[config.mk]
export PLATFORM = sky130hd
export DESIGN_NAME = at_command_parser_top_flat
export DESIGN_NICKNAME = d
export VERILOG_FILES = /design/src/hdl/atcp_pkg.sv /design/src/hdl/atcp_if.sv /design/src/hdl/at_command_parser_top.sv /design/src/hdl/atcp_cfg_regs.sv /design/src/hdl/atcp_match.sv /design/src/flat_wrapper.sv
export SDC_FILE = /design/constraint.sdc
export NUM_CORES = 1
export LEC_CHECK = 0
export ABC_AREA = 1
export BUFFER_PORTS_ARGS = -buffer_cell sky130_fd_sc_hd__buf_2
export CAP_MARGIN = 20
export CORE_MARGIN = 3
export CORE_UTILIZATION = 45
export DETAILED_ROUTE_END_ITERATION = 10
export MAX_ROUTING_LAYER = met4
export PLACE_DENSITY = 0.59
export SYNTH_ARGS = -nofsm -noshare
export SYNTH_HDL_FRONTEND = slang
export SYNTH_SLANG_ARGS = --single-unit
export TNS_END_PERCENT = 100
[constraint.sdc]
create_clock -name clk_i -period 4.6 [get_ports clk_i]
set_input_delay 0.92 -clock clk_i [delete_from_list [all_inputs] [get_ports clk_i]]
set_output_delay 0.92 -clock clk_i [all_outputs]
set_load 0.02 [all_outputs]
[src/hdl/atcp_pkg.sv]
// ----------------------------------------------------------------------------
// AT command parser package
// Shared widths, status codes and default command names.
// ----------------------------------------------------------------------------
`default_nettype none

package atcp_pkg;

  // Field widths fixed by the item format.
  localparam int unsigned BYTE_W    = 8;
  localparam int unsigned STATUS_W  = 3;
  localparam int unsigned INDEX_W   = 3;
  localparam int unsigned POS_W     = 3;

  // Configuration register file.
  localparam int unsigned NUM_REGS  = 5;
  localparam int unsigned REG_W     = 32;
  localparam int unsigned CFG_IDX_W = 3;

  // Result status codes.
  typedef enum logic [STATUS_W-1:0] {
    ST_NONE  = 3'd0,
    ST_ACK   = 3'd1,
    ST_ERROR = 3'd2,
    ST_READ  = 3'd3,
    ST_WRITE = 3'd4
  } status_e;

  // Default names "NAME", "PORT", "VERS", "PUBL", "PWM1".
  localparam logic [REG_W-1:0] NAME_RESET [NUM_REGS] = '{
    32'h4E41_4D45,
    32'h504F_5254,
    32'h5645_5253,
    32'h5055_424C,
    32'h5057_4D31
  };

  // Characters with a meaning in the line syntax.
  localparam logic [BYTE_W-1:0] CH_LF    = 8'h0A;
  localparam logic [BYTE_W-1:0] CH_CR    = 8'h0D;
  localparam logic [BYTE_W-1:0] CH_QUERY = 8'h3F;
  localparam logic [BYTE_W-1:0] CH_EQUAL = 8'h3D;
  localparam logic [BYTE_W-1:0] CH_PLUS  = 8'h2B;
  localparam logic [BYTE_W-1:0] CH_A     = 8'h41;
  localparam logic [BYTE_W-1:0] CH_T     = 8'h54;

endpackage

`default_nettype wire

[src/hdl/atcp_if.sv]
// ----------------------------------------------------------------------------
// AT command parser channels
// Valid/ready channels for received characters and parser results.
// ----------------------------------------------------------------------------
`default_nettype none

// One received character per item.
interface atcp_rx_if;
  import atcp_pkg::*;

  logic              valid;
  logic              ready;
  logic [BYTE_W-1:0] rx_byte;

  modport source (output valid, output rx_byte, input ready);
  modport sink   (input valid, input rx_byte, output ready);
endinterface

// One parser result per item.
interface atcp_res_if;
  import atcp_pkg::*;

  logic                valid;
  logic                ready;
  logic [STATUS_W-1:0] status;
  logic [INDEX_W-1:0]  command_index;
  logic [BYTE_W-1:0]   write_value;

  modport source (output valid, output status, output command_index,
                  output write_value, input ready);
  modport sink   (input valid, input status, input command_index,
                  input write_value, output ready);
endinterface

`default_nettype wire

[src/hdl/at_command_parser_top.sv]
// ----------------------------------------------------------------------------
// AT command parser
// Recognizes AT, AT+NAME? and AT+NAME=v lines one character per item.
// ----------------------------------------------------------------------------
// Sequence: an accepted character is evaluated in SEQ_EVAL, and its result
// is moved to the output register in SEQ_PUSH. During a command name the
// shared compare unit examines up to NUM_COMMANDS candidates, one per cycle.
// A new character is taken only once the last result has been pushed; a held
// result stalls the sequencer. Reset loads the default names and idles the parser.
// ----------------------------------------------------------------------------
`default_nettype none

module at_command_parser_top #(
  parameter int unsigned NAME_LENGTH  = 4,
  parameter int unsigned NUM_COMMANDS = 5
) (
  input  wire logic                           clk_i,
  input  wire logic                           rst_ni,
  input  wire logic                           cfg_we_i,
  input  wire logic [atcp_pkg::CFG_IDX_W-1:0] cfg_idx_i,
  input  wire logic [atcp_pkg::REG_W-1:0]     cfg_wdata_i,
  atcp_rx_if.sink                             rx_i,
  atcp_res_if.source                          res_o
);
  import atcp_pkg::*;

  typedef enum logic [1:0] {
    SEQ_IDLE,
    SEQ_EVAL,
    SEQ_PUSH
  } seq_e;

  typedef enum logic [2:0] {
    PH_IDLE,
    PH_GOT_A,
    PH_MORE,
    PH_NAME,
    PH_RW,
    PH_VALUE
  } phase_e;

  seq_e                 seq_q, seq_d;
  phase_e               phase_q, phase_d;
  logic [POS_W-1:0]     pos_q, pos_d;
  logic [INDEX_W-1:0]   cand_q, cand_d;
  logic [INDEX_W-1:0]   k_q, k_d;
  logic [BYTE_W-1:0]    byte_q;
  logic [BYTE_W-1:0]    held_q, held_d;
  status_e              res_status_q, res_status_d;
  logic [INDEX_W-1:0]   res_index_q, res_index_d;
  logic                 out_valid_q, out_valid_d;
  status_e              out_status_q, out_status_d;
  logic [INDEX_W-1:0]   out_index_q, out_index_d;
  logic [BYTE_W-1:0]    out_value_q, out_value_d;
  logic                 rcv_we;
  logic                 hit;

  logic [NAME_LENGTH-1:0][BYTE_W-1:0] rcv_q;
  logic [NAME_LENGTH-1:0][BYTE_W-1:0] cand_chars;

  logic rx_fire;
  logic out_free;

  assign rx_fire  = rx_i.valid && rx_i.ready;
  assign out_free = !out_valid_q || res_o.ready;

  // Name registers feed the candidate under examination.
  atcp_cfg_regs #(
    .NAME_LENGTH (NAME_LENGTH)
  ) u_cfg_regs (
    .clk_i       (clk_i),
    .rst_ni      (rst_ni),
    .cfg_we_i    (cfg_we_i),
    .cfg_idx_i   (cfg_idx_i),
    .cfg_wdata_i (cfg_wdata_i),
    .sel_i       (k_q),
    .chars_o     (cand_chars)
  );

  // Shared compare unit, one candidate per cycle.
  atcp_match #(
    .NAME_LENGTH (NAME_LENGTH)
  ) u_match (
    .chars_i (cand_chars),
    .rcv_i   (rcv_q),
    .pos_i   (pos_q),
    .byte_i  (byte_q),
    .hit_o   (hit)
  );

  // Sequencer and line parser.
  always_comb begin
    seq_d        = seq_q;
    phase_d      = phase_q;
    pos_d        = pos_q;
    cand_d       = cand_q;
    k_d          = k_q;
    held_d       = held_q;
    res_status_d = res_status_q;
    res_index_d  = res_index_q;
    out_valid_d  = out_valid_q && !res_o.ready;
    out_status_d = out_status_q;
    out_index_d  = out_index_q;
    out_value_d  = out_value_q;
    rcv_we       = 1'b0;

    case (seq_q)
      SEQ_IDLE: begin
        if (rx_fire) begin
          k_d   = cand_q;
          seq_d = SEQ_EVAL;
        end
      end

      SEQ_EVAL: begin
        // Most characters resolve in this cycle; a name character may loop.
        res_status_d = ST_NONE;
        res_index_d  = '0;
        seq_d        = SEQ_PUSH;
        if (byte_q == CH_LF) begin
          phase_d = PH_IDLE;
          pos_d   = '0;
          cand_d  = '0;
        end else begin
          case (phase_q)
            PH_IDLE: begin
              if (byte_q == CH_A) begin
                phase_d = PH_GOT_A;
                pos_d   = POS_W'(1);
              end
            end
            PH_GOT_A: begin
              if (byte_q == CH_T) begin
                phase_d = PH_MORE;
              end else begin
                phase_d      = PH_IDLE;
                pos_d        = '0;
                cand_d       = '0;
                res_status_d = ST_ERROR;
              end
            end
            PH_MORE: begin
              if (byte_q == CH_PLUS) begin
                phase_d = PH_NAME;
                pos_d   = '0;
                cand_d  = '0;
              end else begin
                phase_d      = PH_IDLE;
                pos_d        = '0;
                cand_d       = '0;
                res_status_d = (byte_q == CH_CR) ? ST_ACK : ST_ERROR;
              end
            end
            PH_NAME: begin
              if ({1'b0, pos_q} >= (POS_W + 1)'(NAME_LENGTH)) begin
                phase_d      = PH_IDLE;
                pos_d        = '0;
                cand_d       = '0;
                res_status_d = ST_ERROR;
              end else if (hit) begin
                cand_d = k_q;
                rcv_we = 1'b1;
                if ({1'b0, pos_q} + (POS_W + 1)'(1) >= (POS_W + 1)'(NAME_LENGTH)) begin
                  phase_d = PH_RW;
                  pos_d   = '0;
                end else begin
                  pos_d = pos_q + POS_W'(1);
                end
              end else if ({1'b0, k_q} >= (INDEX_W + 1)'(NUM_COMMANDS - 1)) begin
                // No candidate left to try.
                phase_d      = PH_IDLE;
                pos_d        = '0;
                cand_d       = '0;
                res_status_d = ST_ERROR;
              end else begin
                k_d   = k_q + INDEX_W'(1);
                seq_d = SEQ_EVAL;
              end
            end
            PH_RW: begin
              if (byte_q == CH_QUERY) begin
                phase_d      = PH_IDLE;
                pos_d        = '0;
                res_status_d = ST_READ;
                res_index_d  = cand_q;
              end else if (byte_q == CH_EQUAL) begin
                phase_d = PH_VALUE;
              end else begin
                phase_d      = PH_IDLE;
                pos_d        = '0;
                cand_d       = '0;
                res_status_d = ST_ERROR;
              end
            end
            PH_VALUE: begin
              held_d       = byte_q;
              phase_d      = PH_IDLE;
              pos_d        = '0;
              res_status_d = ST_WRITE;
              res_index_d  = cand_q;
            end
            default: begin
              phase_d      = PH_IDLE;
              pos_d        = '0;
              cand_d       = '0;
              res_status_d = ST_ERROR;
            end
          endcase
        end
      end

      SEQ_PUSH: begin
        // Move the result into the output register once it is free.
        if (out_free) begin
          out_valid_d  = 1'b1;
          out_status_d = res_status_q;
          out_index_d  = res_index_q;
          out_value_d  = held_q;
          seq_d        = SEQ_IDLE;
        end
      end

      default: begin
        seq_d = SEQ_IDLE;
      end
    endcase
  end

  // Control state and registered outputs.
  always_ff @(posedge clk_i or negedge rst_ni) begin
    if (!rst_ni) begin
      seq_q        <= SEQ_IDLE;
      phase_q      <= PH_IDLE;
      pos_q        <= '0;
      cand_q       <= '0;
      k_q          <= '0;
      held_q       <= '0;
      res_status_q <= ST_NONE;
      res_index_q  <= '0;
      out_valid_q  <= 1'b0;
      out_status_q <= ST_NONE;
      out_index_q  <= '0;
      out_value_q  <= '0;
    end else begin
      seq_q        <= seq_d;
      phase_q      <= phase_d;
      pos_q        <= pos_d;
      cand_q       <= cand_d;
      k_q          <= k_d;
      held_q       <= held_d;
      res_status_q <= res_status_d;
      res_index_q  <= res_index_d;
      out_valid_q  <= out_valid_d;
      out_status_q <= out_status_d;
      out_index_q  <= out_index_d;
      out_value_q  <= out_value_d;
    end
  end

  // Input character and received name characters carry no reset.
  always_ff @(posedge clk_i) begin
    if (rx_fire) begin
      byte_q <= rx_i.rx_byte;
    end
    for (int i = 0; i < NAME_LENGTH; i++) begin
      if (rcv_we && pos_q == POS_W'(i)) begin
        rcv_q[i] <= byte_q;
      end
    end
  end

  assign rx_i.ready          = (seq_q == SEQ_IDLE);
  assign res_o.valid         = out_valid_q;
  assign res_o.status        = out_status_q;
  assign res_o.command_index = out_index_q;
  assign res_o.write_value   = out_value_q;

endmodule

`default_nettype wire

[src/hdl/atcp_cfg_regs.sv]
// ----------------------------------------------------------------------------
// AT command parser name registers
// Holds the command names and presents the characters of one selected name.
// ----------------------------------------------------------------------------
`default_nettype none

module atcp_cfg_regs #(
  parameter int unsigned NAME_LENGTH = 4
) (
  input  wire logic                                      clk_i,
  input  wire logic                                      rst_ni,
  input  wire logic                                      cfg_we_i,
  input  wire logic [atcp_pkg::CFG_IDX_W-1:0]            cfg_idx_i,
  input  wire logic [atcp_pkg::REG_W-1:0]                cfg_wdata_i,
  input  wire logic [atcp_pkg::INDEX_W-1:0]              sel_i,
  output logic      [NAME_LENGTH-1:0][atcp_pkg::BYTE_W-1:0] chars_o
);
  import atcp_pkg::*;

  logic [REG_W-1:0] name_q [NUM_REGS];
  logic [REG_W-1:0] sel_word;

  // Register writes; an index past the list is dropped.
  always_ff @(posedge clk_i or negedge rst_ni) begin
    if (!rst_ni) begin
      for (int r = 0; r < NUM_REGS; r++) begin
        name_q[r] <= NAME_RESET[r];
      end
    end else if (cfg_we_i) begin
      for (int r = 0; r < NUM_REGS; r++) begin
        if (cfg_idx_i == CFG_IDX_W'(r)) begin
          name_q[r] <= cfg_wdata_i;
        end
      end
    end
  end

  // Select the candidate name; candidates without a register read as zero.
  always_comb begin
    sel_word = '0;
    for (int r = 0; r < NUM_REGS; r++) begin
      if (sel_i == INDEX_W'(r)) begin
        sel_word = name_q[r];
      end
    end
  end

  // The first character sits in the highest byte the name uses.
  for (genvar i = 0; i < NAME_LENGTH; i++) begin : g_char
    localparam int unsigned SH = BYTE_W * (NAME_LENGTH - 1 - i);
    if (SH < REG_W) begin : g_in
      assign chars_o[i] = sel_word[SH +: BYTE_W];
    end else begin : g_out
      assign chars_o[i] = '0;
    end
  end

endmodule

`default_nettype wire

[src/hdl/atcp_match.sv]
// ----------------------------------------------------------------------------
// AT command parser name compare unit
// Checks one candidate name against the received prefix and new character.
// ----------------------------------------------------------------------------
`default_nettype none

module atcp_match #(
  parameter int unsigned NAME_LENGTH = 4
) (
  input  wire logic [NAME_LENGTH-1:0][atcp_pkg::BYTE_W-1:0] chars_i,
  input  wire logic [NAME_LENGTH-1:0][atcp_pkg::BYTE_W-1:0] rcv_i,
  input  wire logic [atcp_pkg::POS_W-1:0]                   pos_i,
  input  wire logic [atcp_pkg::BYTE_W-1:0]                  byte_i,
  output logic                                              hit_o
);
  import atcp_pkg::*;

  logic              prefix_ok;
  logic [BYTE_W-1:0] cur_char;

  // Every character before the current position must agree, and the
  // candidate's character at the current position must be the new one.
  always_comb begin
    prefix_ok = 1'b1;
    cur_char  = '0;
    for (int i = 0; i < NAME_LENGTH; i++) begin
      if (POS_W'(i) < pos_i && rcv_i[i] != chars_i[i]) begin
        prefix_ok = 1'b0;
      end
      if (POS_W'(i) == pos_i) begin
        cur_char = chars_i[i];
      end
    end
    hit_o = prefix_ok && (cur_char == byte_i);
  end

endmodule

`default_nettype wire

[src/flat_wrapper.sv]
// flat-port wrapper written by rule: the top's interface ports become plain ports
module at_command_parser_top_flat import atcp_pkg::*;
#(
  parameter int unsigned NAME_LENGTH  = 4,
  parameter int unsigned NUM_COMMANDS = 5
)
  (clk_i, rst_ni, cfg_we_i, cfg_idx_i, cfg_wdata_i, rx_i_valid, rx_i_rx_byte, rx_i_ready, res_o_valid, res_o_status, res_o_command_index, res_o_write_value, res_o_ready);
  atcp_rx_if rx_i_i ();
  atcp_res_if res_o_i ();
  input  wire logic clk_i;
  input  wire logic rst_ni;
  input  wire logic cfg_we_i;
  input  wire logic [atcp_pkg::CFG_IDX_W-1:0] cfg_idx_i;
  input  wire logic [atcp_pkg::REG_W-1:0] cfg_wdata_i;
  input wire logic [$bits(rx_i_i.valid)-1:0] rx_i_valid;
  input wire logic [$bits(rx_i_i.rx_byte)-1:0] rx_i_rx_byte;
  output wire logic [$bits(rx_i_i.ready)-1:0] rx_i_ready;
  output wire logic [$bits(res_o_i.valid)-1:0] res_o_valid;
  output wire logic [$bits(res_o_i.status)-1:0] res_o_status;
  output wire logic [$bits(res_o_i.command_index)-1:0] res_o_command_index;
  output wire logic [$bits(res_o_i.write_value)-1:0] res_o_write_value;
  input wire logic [$bits(res_o_i.ready)-1:0] res_o_ready;
  assign rx_i_i.valid = rx_i_valid;
  assign rx_i_i.rx_byte = rx_i_rx_byte;
  assign rx_i_ready = rx_i_i.ready;
  assign res_o_valid = res_o_i.valid;
  assign res_o_status = res_o_i.status;
  assign res_o_command_index = res_o_i.command_index;
  assign res_o_write_value = res_o_i.write_value;
  assign res_o_i.ready = res_o_ready;
  at_command_parser_top #(.NAME_LENGTH(NAME_LENGTH), .NUM_COMMANDS(NUM_COMMANDS)) u_core (.clk_i(clk_i), .rst_ni(rst_ni), .cfg_we_i(cfg_we_i), .cfg_idx_i(cfg_idx_i), .cfg_wdata_i(cfg_wdata_i), .rx_i(rx_i_i), .res_o(res_o_i));
endmodule
Word level (Yosys, flattened, before mapping). Cells that the tools add are included.

Register bits: 243. Output and inout bits: 16. Logic and storage cells: 186.

Add/subtract/negate cells: 3. Magnitude comparators: 7. Equal/unequal tests: 48. Muxes and demuxes: 72. Bitwise operators: 1. Reductions and logical operators: 33.

Operators with widths (count): 32-bit 2-to-1 mux (5); 3-bit 2-to-1 mux (32); 8-bit 2-to-1 mux (4); 8-bit != test (4); 2-bit 2-to-1 mux (13); 3-bit by 2-bit equality test with 1-bit output (second input constant) (8); 8-bit by 6-bit equality test with 1-bit output (second input constant) (3); 3-bit one-hot mux with 4 select lines (2); 3-bit one-hot mux with 6 select lines (1); 8-bit by 4-bit equality test with 1-bit output (second input constant) (2); 8-bit by 7-bit equality test with 1-bit output (second input constant) (2); 3-bit one-hot mux with 5 select lines (1); 2-bit AND reduction (7); 3-bit by 1-bit equality test with 1-bit output (second input constant) (4); 3-bit equality test (second input constant) (4); 3-bit logical NOT (4); 2-bit != test (second input constant) (6); 3-bit one-hot mux with 2 select lines (2); 1-bit logical AND (11); 1-bit 2-to-1 mux (11); 3-bit by 2-bit != test with 1-bit output (second input constant) (3); 8-bit equality test (1); 7-bit AND reduction (1); 3-bit by 1-bit adder with 3-bit output (second input constant) (2); other kinds (25) (31).

Longest topological paths before layout.
Depth after elaboration: 19. Depth in mapped cells: 27. Mapped depth without buffers: 24.

Cells and area by module. From an unflattened synthesis, not the netlist that was laid out.

Cell total of the unflattened synthesis: 1388. Area total of the unflattened synthesis: 11751.3 um^2.

Modules (own cells, without submodules): atcp_cfg_regs (times used 1, cells each 871, area each 7195.7 um^2); at_command_parser_top (times used 1, cells each 332, area each 3624.7 um^2); atcp_match (times used 1, cells each 185, area each 930.9 um^2).

Least setup slack after synthesis. OpenSTA, ideal clock, no wires.

Path kind: reg2reg. Start: register u_core.k_q[2]. End: register u_core.rcv_q[0] (netlist name), enable pin. Setup time: 0.383 ns. Data arrival time: 3.225 ns. Data required time: 4.217 ns. Slack: 0.991 ns. Stages on the path, launching flop included: 26. Cell sequence: dfrtp_1 inv_2 buf_6 buf_2 ha_1 clkbuf_1 inv_1 clkbuf_1 o21ai_0 inv_1 nand2_1 nand2_1 nand3_1 nand2_1 nand2_1 nand2_1 nand2_1 nand2_1 nand2_1 nor2_1 nand2_1 nor2_2 nand2_4 inv_2 nand4_1 nor3_1.

Longest elaborated chain between the ends: 19. Elaborated cells on any way between the ends: 34.

RTL lines: from (decl) (RTL line at_command_parser_top.sv:46) `logic [INDEX_W-1:0] k_q, k_d;`; from (signal assigned) (RTL line at_command_parser_top.sv:249) `k_q <= k_d;`; 3-bit logical NOT (RTL line atcp_cfg_regs.sv:42) `if (sel_i == INDEX_W'(r)) begin`; 32-bit 2-to-1 mux (4 in a row) (RTL line atcp_cfg_regs.sv:42); 32-bit 2-to-1 mux (*) (RTL line atcp_cfg_regs.sv:42); 8-bit != test (RTL line atcp_match.sv:27) `if (POS_W'(i) < pos_i && rcv_i[i] != chars_i[i]) begin`; 1-bit logical AND (RTL line atcp_match.sv:27); 1-bit 2-to-1 mux (4 in a row) (RTL line atcp_match.sv:27); 1-bit logical AND (*) (RTL line atcp_match.sv:34) `hit_o = prefix_ok && (cur_char == byte_i);`; 1-bit 2-to-1 mux (*) (RTL line at_command_parser_top.sv:160) `end else if (hit) begin`; 1-bit 2-to-1 mux (*) (RTL line at_command_parser_top.sv:155) `if ({1'b0, pos_q} >= (POS_W + 1)'(NAME_LENGTH)) begin`; 1-bit 2-to-1 mux (*) (RTL line at_command_parser_top.sv:125) `case (phase_q)`; 1-bit 2-to-1 mux (*) (RTL line at_command_parser_top.sv:120) `if (byte_q == CH_LF) begin`; 1-bit 2-to-1 mux (*) (RTL line at_command_parser_top.sv:107) `case (seq_q)`; 1-bit logical AND (*) (RTL line at_command_parser_top.sv:266) `if (rcv_we && pos_q == POS_W'(i)) begin`; to (signal, indexed assignment) (RTL line at_command_parser_top.sv:267) `rcv_q[i] <= byte_q;`; to (decl) (RTL line at_command_parser_top.sv:58) `logic [NAME_LENGTH-1:0][BYTE_W-1:0] rcv_q;`.

Every way passes the cells marked *; elsewhere a longest branch is shown, timed or not. A chain may end at the register's enable or synchronous reset.

Worst setup path in the final report.
Start: register u_core.k_q[0]. End: register u_core.rcv_q[30] (netlist name), enable pin.

The elaborated chain is that of the path after synthesis.

==> results.json <==
{
  "critical_path.slowest_cell": "nor2_8",
  "rsz0062_at_grt": "false",
  "nets": 1696,
  "final_cell_area_sq_mm": 0.0140,
  "crit_chain": "inv_1 -> ha_1 -> nand2_4 -> nor2_8 -> nand2_1 -> nand2_1 -> nand2_1 -> nand2_1 -> nand3_1 -> nand2_1 -> nand2_1 -> nand2_1 -> nand2_1 -> nand2_1 -> nand2_1 -> nor2_1 -> nand2_1 -> nor2_2 -> nand2_4 -> inv_2 -> nand4_1 -> nor3_1 -> buf_4",
  "h-tree-depth": 1,
  "synth.area.top_cells": "dfrtp_1, nand2_1, dfstp_2",
  "yosys.area_share.simple_pct": 29.1,
  "fin_total_pwr_mw": 7.09,
  "finClkSkew_ns": 0.00843,
  "synth_area_sq_mm": 0.0123,
  "tightest_slew_ns": 0.779,
  "core_area_sq_mm": 0.0265,
  "avgSynthCellArea_sq_um": 7.76,
  "synth_top_family_by_area": "simple AND/OR/NAND/NOR gates",
  "diodes": 0,
  "cts_root_buffer": "clkbuf_16",
  "yosysTopAreaCellShare_pct": 28.0,
  "track_usage_pct": 23.0,
  "postCtsSetupRepairBufs": 0,
  "drtPass1Iterations": 5,
  "crit_path_end_kind": "flip-flop",
  "period_needed_ns": 3.88,
  "status": "completed",
  "io_buffers": 63,
  "grt_max_degree": 91,
  "r2r-start": "u_core.k_q[0]",
  "synth_fa_ha_area_share_pct": 0.811,
  "worst_path_largest_cell_delay_ns": 0.45,
  "drive_gt1_share_pct": 15.2,
  "r2r_end": "u_core.rcv_q[30]",
  "power_leakage_nw": 6.97,
  "avgViaCountPerCell": 5.12,
  "fin_ws_ns": 0.720,
  "internal_power_mw": 4.58,
  "required_ns": 4.84,
  "hp-class": "in2async",
  "die_h_um": 172,
  "ys_seq_area_share_pct": 51.6,
  "clock_power_share_pct": 30.6,
  "r2r_cells": 23,
  "p_seq_share_pct": 39.3,
  "final_util_pct": 52.8,
  "grt_pass1_vias": 9980,
  "setup_viol": 0,
  "ys_seq_elements": 243,
  "switchingPower_mw": 2.52,
  "dieWidth_um": 172,
  "syn_to_final_growth_pct": 13.4,
  "routed_wl_um": 32100,
  "synthMuxAreaShare_pct": 0.821,
  "p_comb_share_pct": 30.1,
  "overflow": 0,
  "pre_cts_ws_ns": 0.803,
  "tns_ns": 0,
  "critPathLaunchType": "flip-flop",
  "synth_compound_area_share_pct": 9.59,
  "cp_max_fo": 28,
  "ios": 64,
  "finalHoldViolCount": 0,
  "numCtsBuffers": 27,
  "antenna_found_initial": 0,
  "synth_cells": 1590,
  "synth_cell_type_count": 36,
  "start_util_pct": 46.6,
  "ctsResizeCount": 0,
  "cap_violations": 0,
  "vias": 10200,
  "switching_share_pct": 35.5,
  "clk_latency_ns": 0.53,
  "critical_path_class": "reg2reg",
  "crit_arrival_ns": 4.11,
  "p_per_area_mw_per_mm2": 507,
  "syn_nets": 1646,
  "antenna_left": 0,
  "clock_sinks": 243,
  "placed_cell_area_sq_mm": 0.0131,
  "dieArea_sq_mm": 0.0295,
  "gp_congestion": 0.914,
  "num_rows": 59,
  "clk_pin_slew_worst_paths_ns": 0.06,
  "yosysTopAreaCell": "dfrtp_1",
  "fin_crit_sh_pct": 84.3,
  "r2r_slack_ns": 0.72,
  "wl_per_cell_um": 16.1,
  "fmax_mhz": 258,
  "drtIter0Drc": 733,
  "synth-xor-area-share_pct": 0,
  "drv_slew": 0,
  "dp.final_hpwl_um": 22100,
  "grt_pass1_wl_um": 52500,
  "slew_headroom_pct": 48.1,
  "cts_tree": "done",
  "ctsLongestPathBuffers": 3,
  "drc": 0,
  "hold_buffers": 0,
  "ir_worst_vdd_mv": 0.249,
  "cp_common_cell": "nand2_1",
  "synth_warnings": 0
}
-- stage by stage --
stage | hold slack [ns] | cells
finish | 0.459 | 1996
global route | 0.497 | 1996
CTS | 0.482 | 1995
detailed placement | 0.468 | 1945
global placement | 0.460 | 1943
floorplan | 0.445 | 1590
-- per-layer routing --
layer	track usage (%)	routed length, um	vias to the layer above
met5	-	0	-
met1	31.0	15000	4813
met2	38.0	15200	199
li1	-	-	5165
met4	4.76	639	0
met3	2.64	1240	51
-- cells in the mapped netlist, drive strengths merged --
library cell,n
a2111oi,1
a21oi,8
and3,1
buf,19
clkbuf,47
clkinv,1
dfrtp,138
dfstp,65
edfxtp,40
ha,8
inv,189
mux2,9
nand2,574
nand3,140
nand3b,16
nand4,10
nor2,44
nor3,19
nor4,3
o21ai,222
o31ai,1
o41ai,1
or2,34
-- registers in the layout (all words and copies together) (netlist names) --
signal,flops
u_core.byte_q,8
u_core.res_index_q,3
u_core.seq_q,2
u_core.res_o.write_value,8
u_core.k_q,3
u_core.res_o.valid,1
u_core.u_cfg_regs.name_q,160
u_core.res_o.status,3
u_core.res_o.command_index,3
u_core.held_q,8
u_core.res_status_q,3
u_core.rcv_q,32
u_core.cand_q,3
u_core.phase_q,3
u_core.pos_q,3
-- placed cells by master, fill, tap and decap left out, drive strengths merged --
cell type / instances
nand3: 140
inv: 191
nor3: 19
and3: 1
dfrtp: 138
clkbuf: 40
nor4: 3
a21oi: 8
dfstp: 65
o31ai: 1
or2: 34
o21ai: 222
nor2: 44
o41ai: 1
nand4: 10
ha: 8
nand3b: 16
clkinvlp: 1
mux2: 9
edfxtp: 40
clkinv: 7
a2111oi: 1
buf: 86
bufinv: 2
nand2: 574
-- kinds of logic (layout without fill, tap and decap cells) --
kind of cell               Yosys count  after routing
buffers and inverters              256            327
AOI/OAI and AO/OA                  233            233
DFF                                243            243
and+or+nand+nor                    841            841
adders and majority gates            8              8
muxes                                9              9
-- worst max-delay path, delay by kind of cell (launching register included) --
kind,cells,cell delay (ns)
DFF,1,0.42
and+or+nand+nor,19,2.44
adders and majority gates,1,0.27
buffers and inverters,3,0.43
-- area by class of cell --
class | instances | area [sq um]
flip-flops and latches | 243 | 6360
inverters | 190 | 713
clock inverters | 11 | 115
clock buffers | 39 | 792
well taps | 335 | 419
fillers | 2566 | 12500
multi-input cells | 1091 | 4990
repair buffers | 87 | 602
-- worst max-delay path by stage --
stage / slack [ns] / end / from
after floorplan: 0.99 / u_core.rcv_q[0] / u_core.k_q[2]
after global placement: 0.88 / u_core.rcv_q[25] / u_core.k_q[0]
after detailed placement: 0.80 / u_core.rcv_q[25] / u_core.k_q[0]
after CTS: 0.75 / u_core.rcv_q[25] / u_core.k_q[0]
after global routing: 0.36 / u_core.rcv_q[30] / u_core.k_q[0]
final: 0.72 / u_core.rcv_q[30] / u_core.k_q[0]
-- power groups by stage --
| stage | registers [mW] | clock network (mW) | logic [mW] |
|---|---|---|---|
| CTS | 2.79 | 2.23 | 2.16 |
| finish | 2.79 | 2.17 | 2.13 |
| detailed placement | 2.82 | 0 | 2.14 |
| global route | 2.83 | 2.31 | 2.48 |
| global placement | 2.81 | 0 | 2.10 |
| floorplan | 2.76 | 0 | 1.55 |
Power figures use the tool's default switching activity.
